### config.mk
export PLATFORM = sky130hd
export DESIGN_NAME = utf8_decode_with_replacement
export DESIGN_NICKNAME = d
export VERILOG_FILES = /design/src/sv/utf8d_pkg.sv /design/src/sv/utf8d_result_fifo.sv /design/src/sv/utf8_decode_with_replacement.sv
export VERILOG_INCLUDE_DIRS = /design/src /design/src/sv
export SDC_FILE = /design/constraint.sdc
export NUM_CORES = 1
export LEC_CHECK = 0
export ABC_AREA = 1
export BUFFER_PORTS_ARGS = -buffer_cell sky130_fd_sc_hd__buf_2
export CAP_MARGIN = 30
export CORE_ASPECT_RATIO = 0.75
export CORE_MARGIN = 3
export CORE_UTILIZATION = 50
export CTS_CLUSTER_SIZE = 40
export DETAILED_ROUTE_END_ITERATION = 7
export PLACE_DENSITY = 0.67
export SYNTH_ARGS = -nofsm -noshare
export SYNTH_HDL_FRONTEND = slang
export SYNTH_SLANG_ARGS = --single-unit
### constraint.sdc
create_clock -name clk -period 10.8 [get_ports clk]
set_clock_uncertainty 0.1 [all_clocks]
set_input_delay 2.7 -clock clk [delete_from_list [all_inputs] [get_ports clk]]
set_output_delay 2.7 -clock clk [all_outputs]
set_load 0.03 [all_outputs]
### src/sv/utf8_decode_with_replacement_macros.svh
// Assertion macros for the UTF-8 decoder block.
// Used by the RTL files that carry assertions; empty when SYNTHESIS is defined.
`ifndef UTF8_DECODE_WITH_REPLACEMENT_MACROS_SVH
`define UTF8_DECODE_WITH_REPLACEMENT_MACROS_SVH

`ifndef SYNTHESIS

`define UDR_ASSERT_IMPLIES(label, clk, rst_n, ante, cons) \
    label: assert property (@(posedge clk) disable iff (!rst_n) (ante) |-> (cons)) \
        else $error("assertion failed");

`define UDR_ASSERT_NEXT(label, clk, rst_n, ante, cons) \
    label: assert property (@(posedge clk) disable iff (!rst_n) (ante) |=> (cons)) \
        else $error("assertion failed");

`else

`define UDR_ASSERT_IMPLIES(label, clk, rst_n, ante, cons)

`define UDR_ASSERT_NEXT(label, clk, rst_n, ante, cons)

`endif

`endif

### src/sv/utf8d_pkg.sv
// Package for the UTF-8 decoder: widths, byte-class constants, result type
// and counter helpers. No dependencies.
`timescale 1ns / 1ps

package utf8d_pkg;

    localparam int MAX_LIST_BYTES = 4096;
    localparam int POS_W          = $clog2(MAX_LIST_BYTES + 2);
    localparam int CP_W           = 21;
    localparam int OFF_W          = 12;
    localparam int CNT_W          = 13;
    localparam int OFFSET_CAP     = 4095;
    localparam int COUNT_CAP      = 4096;

    localparam int FIFO_DEPTH     = 4;
    localparam int FIFO_PTR_W     = $clog2(FIFO_DEPTH);
    localparam int FIFO_CNT_W     = $clog2(FIFO_DEPTH + 1);

    localparam logic [CP_W-1:0] REPL_CHAR = 21'h00FFFD;
    localparam logic [CP_W-1:0] BMP_MAX   = 21'h00FFFF;
    localparam logic [CP_W-1:0] CP_TAB    = 21'd9;
    localparam logic [CP_W-1:0] CP_LF     = 21'd10;
    localparam logic [CP_W-1:0] CP_CR     = 21'd13;
    localparam logic [CP_W-1:0] CP_SPACE  = 21'd32;
    localparam logic [CP_W-1:0] CP_TILDE  = 21'd126;

    localparam logic [7:0] ASCII_MAX = 8'h7F;
    localparam logic [7:0] CONT_LO   = 8'h80;
    localparam logic [7:0] CONT_HI   = 8'hBF;
    localparam logic [7:0] LEAD2_LO  = 8'hC2;
    localparam logic [7:0] LEAD2_HI  = 8'hDF;
    localparam logic [7:0] LEAD3_LO  = 8'hE0;
    localparam logic [7:0] LEAD3_SUR = 8'hED;
    localparam logic [7:0] LEAD3_HI  = 8'hEF;
    localparam logic [7:0] LEAD4_LO  = 8'hF0;
    localparam logic [7:0] LEAD4_HI  = 8'hF4;
    localparam logic [7:0] E0_LO     = 8'hA0;
    localparam logic [7:0] ED_HI     = 8'h9F;
    localparam logic [7:0] F0_LO     = 8'h90;
    localparam logic [7:0] F4_HI     = 8'h8F;

    typedef struct packed {
        logic [CP_W-1:0]  code_point;
        logic [OFF_W-1:0] start_offset;
        logic             is_replacement;
        logic             run_last;
        logic             list_done;
        logic [CNT_W-1:0] units_total;
        logic [CNT_W-1:0] printable_total;
        logic             mostly_printable;
        logic             too_long;
    } result_t;

    typedef struct packed {
        logic [CNT_W-1:0] units;
        logic [CNT_W-1:0] printable;
    } counts_t;

    typedef struct packed {
        logic not_empty;
        logic room_two;
    } fifo_status_t;

    function automatic logic [CP_W-1:0] map_nul(input logic [CP_W-1:0] cp);
        return (cp == '0) ? CP_LF : cp;
    endfunction

    function automatic logic [OFF_W-1:0] sat_offset(input logic [POS_W-1:0] p);
        return (32'(p) > OFFSET_CAP) ? OFF_W'(OFFSET_CAP) : OFF_W'(p);
    endfunction

    function automatic counts_t count_step(input logic [CP_W-1:0] cp, input counts_t c);
        logic [CNT_W:0] u_sum;
        logic           printable;
        counts_t        r;
        u_sum = {1'b0, c.units} + ((cp > BMP_MAX) ? (CNT_W+1)'(2) : (CNT_W+1)'(1));
        r.units = (u_sum > (CNT_W+1)'(COUNT_CAP)) ? CNT_W'(COUNT_CAP) : u_sum[CNT_W-1:0];
        printable = (cp == CP_TAB) || (cp == CP_LF) || (cp == CP_CR) ||
                    ((cp >= CP_SPACE) && (cp <= CP_TILDE));
        r.printable = (printable && (c.printable < CNT_W'(COUNT_CAP))) ?
                      c.printable + 1'b1 : c.printable;
        return r;
    endfunction

endpackage

### src/sv/utf8d_result_fifo.sv
// Small result queue for the UTF-8 decoder; takes up to two results per cycle.
// Depends on utf8d_pkg.
`timescale 1ns / 1ps

module utf8d_result_fifo
(
    input  logic                    clk,
    input  logic                    rst_n,
    input  logic [1:0]              push_cnt,
    input  utf8d_pkg::result_t      push_data0,
    input  utf8d_pkg::result_t      push_data1,
    input  logic                    pop,
    output utf8d_pkg::result_t      head,
    output utf8d_pkg::fifo_status_t status
);

    utf8d_pkg::result_t mem_reg [utf8d_pkg::FIFO_DEPTH];

    logic [utf8d_pkg::FIFO_PTR_W-1:0] wr_ptr_reg, wr_ptr_next;
    logic [utf8d_pkg::FIFO_PTR_W-1:0] rd_ptr_reg, rd_ptr_next;
    logic [utf8d_pkg::FIFO_CNT_W-1:0] count_reg, count_next;
    logic [utf8d_pkg::FIFO_PTR_W-1:0] wr_ptr_plus1;

    assign wr_ptr_plus1 = wr_ptr_reg + 1'b1;

    always_comb
    begin
        wr_ptr_next = wr_ptr_reg + utf8d_pkg::FIFO_PTR_W'(push_cnt);
        rd_ptr_next = rd_ptr_reg + utf8d_pkg::FIFO_PTR_W'(pop);
        count_next  = count_reg + utf8d_pkg::FIFO_CNT_W'(push_cnt)
                    - utf8d_pkg::FIFO_CNT_W'(pop);
    end

    always_ff @(posedge clk or negedge rst_n)
    begin
        if (!rst_n)
        begin
            wr_ptr_reg <= '0;
            rd_ptr_reg <= '0;
            count_reg  <= '0;
        end
        else
        begin
            wr_ptr_reg <= wr_ptr_next;
            rd_ptr_reg <= rd_ptr_next;
            count_reg  <= count_next;
        end
    end

    always_ff @(posedge clk)
    begin
        if (push_cnt != 2'd0)
        begin
            mem_reg[wr_ptr_reg] <= push_data0;
        end
        if (push_cnt == 2'd2)
        begin
            mem_reg[wr_ptr_plus1] <= push_data1;
        end
    end

    assign head             = mem_reg[rd_ptr_reg];
    assign status.not_empty = (count_reg != '0);
    assign status.room_two  = (count_reg <= utf8d_pkg::FIFO_CNT_W'(utf8d_pkg::FIFO_DEPTH - 2));

endmodule

### src/sv/utf8_decode_with_replacement.sv
// Top level of the strict UTF-8 decoder with replacement and text statistics.
// Depends on utf8d_pkg, utf8d_result_fifo and utf8_decode_with_replacement_macros.svh.
`timescale 1ns / 1ps

// Input channel: one byte per transaction (data_byte, end_of_input marks the
// last byte of a list). Output channel: one decoded code point per transaction
// with its start offset, running UTF-16 unit and printable counts, and on the
// list's final result the mostly_printable and too_long flags.
// A byte yields zero, one or two results; a lead byte that opens a sequence
// yields none until the sequence completes or breaks.
// A result passes through the input register and the result queue before it is
// offered. Throughput: one byte per cycle while the queue has room. The decode step
// between the input register and the four-entry result queue fires when the queue
// has two free slots, so the output side (one result per cycle) sets the sustained
// rate, and a byte that yields two results uses the output side twice.
// Reset clears the decoder state and the queue; after the last byte of a
// list the decoder state returns to reset so the next list starts at offset 0.
// When the receiver stalls, results wait in the queue; once fewer than two
// slots are free a byte in the input register holds and in_stall is raised.

`include "utf8_decode_with_replacement_macros.svh"

module utf8_decode_with_replacement
(
    input  logic                         clk,
    input  logic                         rst_n,
    input  logic                         in_valid,
    output logic                         in_stall,
    input  logic [7:0]                   data_byte,
    input  logic                         end_of_input,
    output logic                         out_valid,
    input  logic                         out_stall,
    output logic [utf8d_pkg::CP_W-1:0]   code_point,
    output logic [utf8d_pkg::OFF_W-1:0]  start_offset,
    output logic                         is_replacement,
    output logic                         run_last,
    output logic                         list_done,
    output logic [utf8d_pkg::CNT_W-1:0]  units_total,
    output logic [utf8d_pkg::CNT_W-1:0]  printable_total,
    output logic                         mostly_printable,
    output logic                         too_long
);

    typedef struct packed {
        logic [utf8d_pkg::CP_W-1:0]  cp;
        logic [utf8d_pkg::OFF_W-1:0] off;
        logic                        repl;
    } emit_t;

    // input register
    logic       stage_valid_reg, stage_valid_next;
    logic [7:0] stage_byte_reg;
    logic       stage_last_reg;

    // decoder state
    logic [utf8d_pkg::CP_W-1:0]  partial_reg, partial_mid;
    logic [1:0]                  need_reg, need_mid;
    logic                        pend_reg, pend_mid;
    logic [7:0]                  lo_reg, lo_mid;
    logic [7:0]                  hi_reg, hi_mid;
    logic [utf8d_pkg::OFF_W-1:0] start_reg, start_mid;
    logic [utf8d_pkg::POS_W-1:0] pos_reg, pos_next;
    utf8d_pkg::counts_t          cnt_reg, cnt_next;

    logic                        accept, fire;
    logic [7:0]                  b;
    logic [7:0]                  lo_eff, hi_eff;
    logic                        open_cur, cont_ok, broken, cont_done;
    logic [utf8d_pkg::CP_W-1:0]  partial_shift;
    logic [utf8d_pkg::OFF_W-1:0] cur_off;
    logic                        lead_ascii, lead_2, lead_3, lead_4, lead_emits;
    logic                        trunc;
    emit_t                       c1, c2, c3, slot0, slot1;
    logic [1:0]                  n_emit, push_cnt;
    utf8d_pkg::counts_t          cnt0, cnt1, cnt_final;
    logic                        ratio_ok, long_list;
    utf8d_pkg::result_t          res0, res1, head;
    utf8d_pkg::fifo_status_t     fstat;

    assign accept   = in_valid && !in_stall;
    assign fire     = stage_valid_reg && fstat.room_two;
    assign in_stall = stage_valid_reg && !fstat.room_two;

    always_comb
    begin
        stage_valid_next = stage_valid_reg;
        if (accept)
        begin
            stage_valid_next = 1'b1;
        end
        else if (fire)
        begin
            stage_valid_next = 1'b0;
        end
    end

    always_ff @(posedge clk or negedge rst_n)
    begin
        if (!rst_n)
        begin
            stage_valid_reg <= 1'b0;
        end
        else
        begin
            stage_valid_reg <= stage_valid_next;
        end
    end

    always_ff @(posedge clk)
    begin
        if (accept)
        begin
            stage_byte_reg <= data_byte;
            stage_last_reg <= end_of_input;
        end
    end

    // byte classification
    assign b             = stage_byte_reg;
    assign open_cur      = (need_reg != 2'd0);
    assign lo_eff        = pend_reg ? lo_reg : utf8d_pkg::CONT_LO;
    assign hi_eff        = pend_reg ? hi_reg : utf8d_pkg::CONT_HI;
    assign cont_ok       = open_cur && (b >= lo_eff) && (b <= hi_eff);
    assign broken        = open_cur && !cont_ok;
    assign cont_done     = cont_ok && (need_reg == 2'd1);
    assign partial_shift = {partial_reg[utf8d_pkg::CP_W-7:0], b[5:0]};
    assign cur_off       = utf8d_pkg::sat_offset(pos_reg);

    assign lead_ascii = (b <= utf8d_pkg::ASCII_MAX);
    assign lead_2     = (b >= utf8d_pkg::LEAD2_LO) && (b <= utf8d_pkg::LEAD2_HI);
    assign lead_3     = (b >= utf8d_pkg::LEAD3_LO) && (b <= utf8d_pkg::LEAD3_HI);
    assign lead_4     = (b >= utf8d_pkg::LEAD4_LO) && (b <= utf8d_pkg::LEAD4_HI);
    assign lead_emits = !cont_ok && !(lead_2 || lead_3 || lead_4);

    always_comb
    begin
        partial_mid = partial_reg;
        need_mid    = need_reg;
        pend_mid    = pend_reg;
        lo_mid      = lo_reg;
        hi_mid      = hi_reg;
        start_mid   = start_reg;
        if (cont_ok)
        begin
            partial_mid = partial_shift;
            need_mid    = need_reg - 2'd1;
            pend_mid    = 1'b0;
        end
        else
        begin
            need_mid = 2'd0;
            pend_mid = 1'b0;
            if (lead_2)
            begin
                need_mid    = 2'd1;
                partial_mid = utf8d_pkg::CP_W'(b[4:0]);
                pend_mid    = 1'b1;
                lo_mid      = utf8d_pkg::CONT_LO;
                hi_mid      = utf8d_pkg::CONT_HI;
                start_mid   = cur_off;
            end
            else if (lead_3)
            begin
                need_mid    = 2'd2;
                partial_mid = utf8d_pkg::CP_W'(b[3:0]);
                pend_mid    = 1'b1;
                lo_mid      = (b == utf8d_pkg::LEAD3_LO) ? utf8d_pkg::E0_LO : utf8d_pkg::CONT_LO;
                hi_mid      = (b == utf8d_pkg::LEAD3_SUR) ? utf8d_pkg::ED_HI : utf8d_pkg::CONT_HI;
                start_mid   = cur_off;
            end
            else if (lead_4)
            begin
                need_mid    = 2'd3;
                partial_mid = utf8d_pkg::CP_W'(b[2:0]);
                pend_mid    = 1'b1;
                lo_mid      = (b == utf8d_pkg::LEAD4_LO) ? utf8d_pkg::F0_LO : utf8d_pkg::CONT_LO;
                hi_mid      = (b == utf8d_pkg::LEAD4_HI) ? utf8d_pkg::F4_HI : utf8d_pkg::CONT_HI;
                start_mid   = cur_off;
            end
        end
    end

    assign trunc = stage_last_reg && (need_mid != 2'd0);

    // candidate results in order: continuation stage, lead byte, truncated tail
    always_comb
    begin
        c1.cp   = utf8d_pkg::map_nul(cont_done ? partial_shift : utf8d_pkg::REPL_CHAR);
        c1.off  = start_reg;
        c1.repl = broken;
        c2.cp   = utf8d_pkg::map_nul(lead_ascii ? utf8d_pkg::CP_W'(b) : utf8d_pkg::REPL_CHAR);
        c2.off  = cur_off;
        c2.repl = !lead_ascii;
        c3.cp   = utf8d_pkg::REPL_CHAR;
        c3.off  = start_mid;
        c3.repl = 1'b1;

        slot0 = (cont_done || broken) ? c1 : (lead_emits ? c2 : c3);
        slot1 = (cont_done || broken) ? (lead_emits ? c2 : c3) : c3;
        n_emit = 2'(cont_done || broken) + 2'(lead_emits) + 2'(trunc);
    end

    assign cnt0      = utf8d_pkg::count_step(slot0.cp, cnt_reg);
    assign cnt1      = utf8d_pkg::count_step(slot1.cp, cnt0);
    assign cnt_final = (n_emit == 2'd2) ? cnt1 : ((n_emit == 2'd1) ? cnt0 : cnt_reg);

    assign ratio_ok  = (cnt_final.units != '0) &&
                       (({2'b00, cnt_final.printable} << 2) >=
                        ({2'b00, cnt_final.units} + ({2'b00, cnt_final.units} << 1)));
    assign long_list = (32'(pos_reg) >= utf8d_pkg::MAX_LIST_BYTES);

    always_comb
    begin
        res0.code_point       = slot0.cp;
        res0.start_offset     = slot0.off;
        res0.is_replacement   = slot0.repl;
        res0.run_last         = (n_emit == 2'd1);
        res0.list_done        = stage_last_reg && (n_emit == 2'd1);
        res0.units_total      = cnt0.units;
        res0.printable_total  = cnt0.printable;
        res0.mostly_printable = res0.list_done && ratio_ok;
        res0.too_long         = res0.list_done && long_list;

        res1.code_point       = slot1.cp;
        res1.start_offset     = slot1.off;
        res1.is_replacement   = slot1.repl;
        res1.run_last         = 1'b1;
        res1.list_done        = stage_last_reg;
        res1.units_total      = cnt1.units;
        res1.printable_total  = cnt1.printable;
        res1.mostly_printable = stage_last_reg && ratio_ok;
        res1.too_long         = stage_last_reg && long_list;
    end

    assign push_cnt = fire ? n_emit : 2'd0;
    assign pos_next = (32'(pos_reg) <= utf8d_pkg::MAX_LIST_BYTES) ? pos_reg + 1'b1 : pos_reg;

    always_ff @(posedge clk or negedge rst_n)
    begin
        if (!rst_n)
        begin
            partial_reg <= '0;
            need_reg    <= 2'd0;
            pend_reg    <= 1'b0;
            lo_reg      <= utf8d_pkg::CONT_LO;
            hi_reg      <= utf8d_pkg::CONT_HI;
            start_reg   <= '0;
            pos_reg     <= '0;
            cnt_reg     <= '0;
        end
        else if (fire)
        begin
            if (stage_last_reg)
            begin
                partial_reg <= '0;
                need_reg    <= 2'd0;
                pend_reg    <= 1'b0;
                lo_reg      <= utf8d_pkg::CONT_LO;
                hi_reg      <= utf8d_pkg::CONT_HI;
                start_reg   <= '0;
                pos_reg     <= '0;
                cnt_reg     <= '0;
            end
            else
            begin
                partial_reg <= partial_mid;
                need_reg    <= need_mid;
                pend_reg    <= pend_mid;
                lo_reg      <= lo_mid;
                hi_reg      <= hi_mid;
                start_reg   <= start_mid;
                pos_reg     <= pos_next;
                cnt_reg     <= cnt_final;
            end
        end
    end

    utf8d_result_fifo u_fifo
    (
        .clk        (clk),
        .rst_n      (rst_n),
        .push_cnt   (push_cnt),
        .push_data0 (res0),
        .push_data1 (res1),
        .pop        (out_valid && !out_stall),
        .head       (head),
        .status     (fstat)
    );

    assign out_valid        = fstat.not_empty;
    assign code_point       = head.code_point;
    assign start_offset     = head.start_offset;
    assign is_replacement   = head.is_replacement;
    assign run_last         = head.run_last;
    assign list_done        = head.list_done;
    assign units_total      = head.units_total;
    assign printable_total  = head.printable_total;
    assign mostly_printable = head.mostly_printable;
    assign too_long         = head.too_long;

    `UDR_ASSERT_NEXT(a_clear_after_last, clk, rst_n, fire && stage_last_reg, need_reg == 2'd0 && pos_reg == '0 && cnt_reg == '0)
    `UDR_ASSERT_IMPLIES(a_last_yields, clk, rst_n, fire && stage_last_reg, push_cnt != 2'd0)
    `UDR_ASSERT_IMPLIES(a_pend_needs_open, clk, rst_n, pend_reg, need_reg != 2'd0)
    `UDR_ASSERT_IMPLIES(a_repl_value, clk, rst_n, out_valid && is_replacement, code_point == utf8d_pkg::REPL_CHAR)
    `UDR_ASSERT_IMPLIES(a_done_is_run_last, clk, rst_n, out_valid && list_done, run_last)

endmodule
# Word-level counts from Yosys, hierarchy flattened
# Memories as Yosys holds them, arrays and structs flattened.
# Cells that the tools add are included.
[totals] output_inout_bits=66 ff_bits=102 elab_cells=183 ram_bits=256 n_memories=1 input_bits=13
[mem_list] memory="u_fifo.mem_reg" depth=4 word_bits=64 rd=1 rd_clocked_by_memory_dff=0 wr=2 line_no="utf8d_result_fifo.sv:17" text="utf8d_pkg::result_t mem_reg [utf8d_pkg::FIFO_DEPTH];"
[classes] n_lt_le_gt_ge=24 n_eq_ne=15 reduce_logical=52 n_addsub=14 mux=62
[ops] op="$mux W8" count=12
[ops] op="$mux W13" count=6
[ops] op="$mux W26" count=3
[ops] op="$mux W15" count=5
[ops] op="$mux W12" count=6
[ops] op="$eq A21 B4 Y1 const B" count=3
[ops] op="$mux W29" count=2
[ops] op="$eq A16 B4 Y1 const B" count=3
[ops] op="$logic_not A21 Y1" count=2
[ops] op="$mux W21" count=2
[ops] op="$add A13 B1 Y13 const B" count=3
[ops] op="$mux W34" count=1
[ops] op="$eq A8 B8 Y1 const B" count=4
[ops] op="$mux W16" count=2
[ops] op="$add A13 B2 Y14" count=2
[ops] op="$gt A14 B13 Y1 const B" count=2
[ops] op="$lt A13 B13 Y1 const B" count=2
[ops] op="$ge A8 B8 Y1 const B" count=3
[ops] op="$le A8 B8 Y1 const B" count=3
[ops] op="$logic_and A1 B1 Y1" count=23
[ops] op="$ge A21 B6 Y1 const B" count=1
[ops] op="$gt A21 B16 Y1 const B" count=1
[ops] op="$le A21 B7 Y1 const B" count=1
[ops] op="$mux W6" count=3
[ops] op="other kinds (34)" count=72

# Longest topological paths before layout
[depth] ltp_word=23 depth_mapped=65 ltp_nobuf=63

# By module
# Synthesis repeated with hierarchy kept, for this count alone.
[hier_totals] cells_unflattened=3088 area_unflattened_um2=22561.6
[by_module_without_submodules] module="utf8d_result_fifo" seq_area_each_um2=7862.5 area_each_um2=14561.5 cells_per_inst=1844 instances=1
[by_module_without_submodules] module="utf8_decode_with_replacement" seq_area_each_um2=2124.5 area_each_um2=8000.2 cells_per_inst=1244 instances=1

# Least setup slack after synthesis
# Ideal clock, no wire load.
[synth_path] path_kind="register to register" start="reg stage_byte_reg[4] (netlist: b[4])" end="mem u_fifo.mem_reg[0][1] in the netlist's numbering, data pin" n_path_buf=3 stages_incl_launch_ff=61 t_arrival_ps=8375 t_required_ps=10446 period_less_slack_ps=8730 setup_time_ps=254 setup_slack_ps=2070 path_cell_list="edfxtp_1 -> clkbuf_1 -> inv_1 -> ha_1 -> nand3_2 -> nand3_2 -> nand3_4 -> nor2_4 -> inv_2 -> buf_6 -> nor2_1 -> nor2_1 -> ha_1 -> inv_1 -> fa_1 -> inv_1 -> nand2_1 -> o21bai_1 -> (+25 left out) -> a21oi_1 -> o21ai_0 -> a21oi_1 -> o21bai_1 -> a21oi_1 -> o21bai_1 -> a21oi_1 -> nor2_1 -> nor2_1 -> xor2_1 -> ha_1 -> nand2_1 -> inv_1 -> a221oi_1 -> o21a_1 -> nand2_1 -> nand2_1 -> nor2_1"
[synth_lines] item="start, declared" line_no="utf8_decode_with_replacement.sv:52" text="logic [7:0] stage_byte_reg;"
[synth_lines] item="start signal, assigned" line_no="utf8_decode_with_replacement.sv:113" text="stage_byte_reg <= data_byte;"
[synth_lines] item="end, declared" line_no="utf8d_result_fifo.sv:17"

==> flow_metrics.tcl <==
set metrics [dict create \
    track_usage 0.294 \
    min_period_ns 9.85 \
    crit_path_max_fanout 16 \
    nets 2331 \
    drv_slew 0 \
    synth_nets 2305 \
    critPathCaptureType "flop" \
    antenna_found_initial 2 \
    grt.overflow.total 0 \
    fin_crit_sh 0.912 \
    worst_pin_slew_ns 0.935 \
    die_w_um 233 \
    vias_per_cell 6.21 \
    startpoint_type "flop" \
    cts_tree "yes" \
    syn_area_per_cell_sq_um 8.65 \
    cp_data_arrival_time_ns 10.05 \
    status "complete, no violations" \
    hold_viol_final 0 \
    synth_edf_count 241 \
    cts-root-buf "clkbuf_16" \
    rows 61 \
    synth.area.mux_share 0 \
    start_util 0.514 \
    critPathRequiredTime_ns 11.00 \
    cap_violations 0 \
    area_growth_syn_to_layout_pct 10.8 \
    tns_ns 0 \
    yosys_register_bits 346 \
    fp.dieH_um 176 \
    vias 17356 \
    cts_max_level 2 \
    path_class "reg2reg" \
    port-buffer-count 78 \
    cts-buffers-inserted 37 \
    cts_sinks 346 \
    cp_slowest_cell "edfxtp_1" \
    slew_headroom 0.376 \
    synthCells 2237 \
    drt_iter0_drc 2145 \
    critPathMaxStageDelay_ns 0.52 \
    setup_viol 0 \
    wire_per_inst_um 21.9 \
    drive_gt1_frac 0.113 \
    clk_latency_ns 0.55 \
    hpwl_mm 39.3 \
    yosysUniqueCellTypes 59 \
    firstDrtPassIters 6 \
    core_area_sq_mm 0.0376 \
    grt_max_degree 99 \
    hp-class "reg2reg" \
    largest_reg_flops 256 \
    antenna_violating_nets_post_route 0 \
    netlist_area_sq_mm 0.0193 \
    clock_path_buffers 3 \
    synth_fa_ha_area_frac 0.0371 \
    synth_top_family_by_area "compound AO/OA/AOI/OAI gates" \
    seq_area_frac_synth 0.504 \
    cp_common_cell "nand2_1" \
    grt_first_pass_wirelength_mm 93.7 \
    synth-simple-area-share 0.167 \
    wirelength_mm 61.2 \
    yosysWarningCount 0 \
    ys_dominant_reg_cell "edfxtp_1" \
    first_global_vias 16247 \
    drc 0 \
    gp_congestion 0.971 \
    cts.clk_slew.worst_paths_ns 0.06 \
    max_freq_mhz 102 \
    synth_xor_area_frac 0.0140 \
    die_area_sq_mm 0.0411 \
    r2r_slack_ns 0.95 \
    insertedDiodeCount 0 \
    rsz0062_at_grt "false" \
    synthArstFlopShare 0.234 \
    synth_compound_area_frac 0.204 \
    pin_count 79 \
    n_fill_cell 3316 \
]
[placed cells by master, fill, tap and decap left out, drive strengths merged, types with 2 or more instances in the layout]
master  netlist  routed
xnor2         6       6
edfxtp      241     241
a31oi         5       5
fa            4       4
inv         242     241
and2          3       3
clkbuf      109      52
nor3         18      18
nor3b         2       2
bufinv        0       3
nor4          6       6
o22ai       278     278
dfrtp        79      79
o31ai         2       2
nand2       334     334
nor2        262     262
a22oi        11      11
nand3b        2       2
a21o          3       3
nand4        22      22
buf          17     113
a221oi        3       3
ha           51      51
a21oi        39      39
o21a          3       3
dfstp         2       2
xor2         24      24
dfxtp        24      24
a221o         2       2
clkinv        2      15
nand3       104     104
o21bai        4       4
o21ai       321     321
a21boi        2       2
a211oi        4       4
[stage by stage]
stage | worst slack [ns] | cells | hold WS, ns | area (sq um) | util
floorplan | 2.07 | 2237 | 0.322 | 19300 | -
global placement | 1.28 | 2724 | 0.335 | 20100 | 0.535
detailed placement | 0.850 | 2726 | 0.342 | 20200 | 0.536
CTS | 0.823 | 2794 | 0.356 | 21400 | 0.568
global route | 0.0170 | 2796 | 0.385 | 21400 | 0.570
finish | 0.951 | 2796 | 0.357 | 21400 | 0.570
[path summary, 6_finish.rpt]
check | from | cells after the start | end
worst max-delay path | b[5] | 59 | u_fifo.mem_reg[2][1]
worst min-delay path | u_fifo.mem_reg[2][29] | 2 | u_fifo.mem_reg[2][29]
worst max register to register | b[5] | 59 | u_fifo.mem_reg[2][1]
worst min register to register | u_fifo.mem_reg[2][29] | 2 | u_fifo.mem_reg[2][29]
max in group asynchronous | rst_n | 2 | pos_reg[8]
min in group asynchronous | rst_n | 1 | cnt_reg[0]
[cell type report]
cell class | instances | area (sq um) | area share
multi-input cells | 1521 | 8220 | 0.383
clock buffers | 52 | 1040 | 0.0486
flip-flops and latches | 346 | 9750 | 0.455
repair buffers | 113 | 696 | 0.0324
clock inverters | 16 | 181 | 0.00846
well taps | 504 | 631 | 0.0294
inverters | 244 | 918 | 0.0428
[worst max-delay path, delay by kind of cell (launching register included)]
| family | cells | cell delay, ns |
|---|---|---|
| adder cells (fa/ha/maj) | 7 | 1.92 |
| AND/OR/NAND/NOR | 28 | 3.21 |
| XOR/XNOR | 1 | 0.14 |
| buffers and inverters | 10 | 0.92 |
| flip-flops | 1 | 0.52 |
| AO/OA/AOI/OAI | 13 | 2.76 |
[cell usage after synthesis (all sizes together) (2+ instances only)]
cell    instances  area [sq um]
dfrtp          79          1980
a21oi          39           203
dfxtp          24           480
edfxtp        241          7240
a21boi          2          15.0
a211oi          4          30.0
clkbuf        109           409
fa              4          80.1
inv           242           908
o21a            3          22.5
a221o           2          20.0
nand2         334          1300
nor4            6          37.5
nor3b           2          15.0
o22ai         278          1770
xor2           24           218
nor2          262          1040
a221oi          3          26.3
clkinv          2          7.51
o21bai          4          30.0
xnor2           6          52.6
a22oi          11          82.6
nand3         104           548
nand4          22           144
o31ai           2          15.0
a21o            3          22.5
and2            3          21.3
ha             51           638
buf            17           104
nor3           18           100
o21ai         321          1650
dfstp           2          52.6
a31oi           5          31.3
nand3b          2          15.0
[kinds of logic after synthesis]
kind of cell | count (synthesis)
AO/OA/AOI/OAI | 680
XOR/XNOR | 30
adder cells (fa/ha/maj) | 55
buffers and inverters | 370
flip-flops | 346
AND/OR/NAND/NOR | 756
[metal layers]
layer	global-route usage	vias to the layer above	wire, um
li1	-	7966	-
met1	0.438	8282	26800
met2	0.413	1000	24900
met3	0.0889	106	7970
met4	0.0818	2	1450
met5	0	-	13
[repair_timing]
item,CTS,global route
buffers inserted,0,1
hold buffers,0,0
endpoints found under the setup margin,0,4
resized for setup,0,4
Power is left out: the tool's default activity adds up to more than one toggle a clock period on the data nets, which glitch-free logic cannot reach.
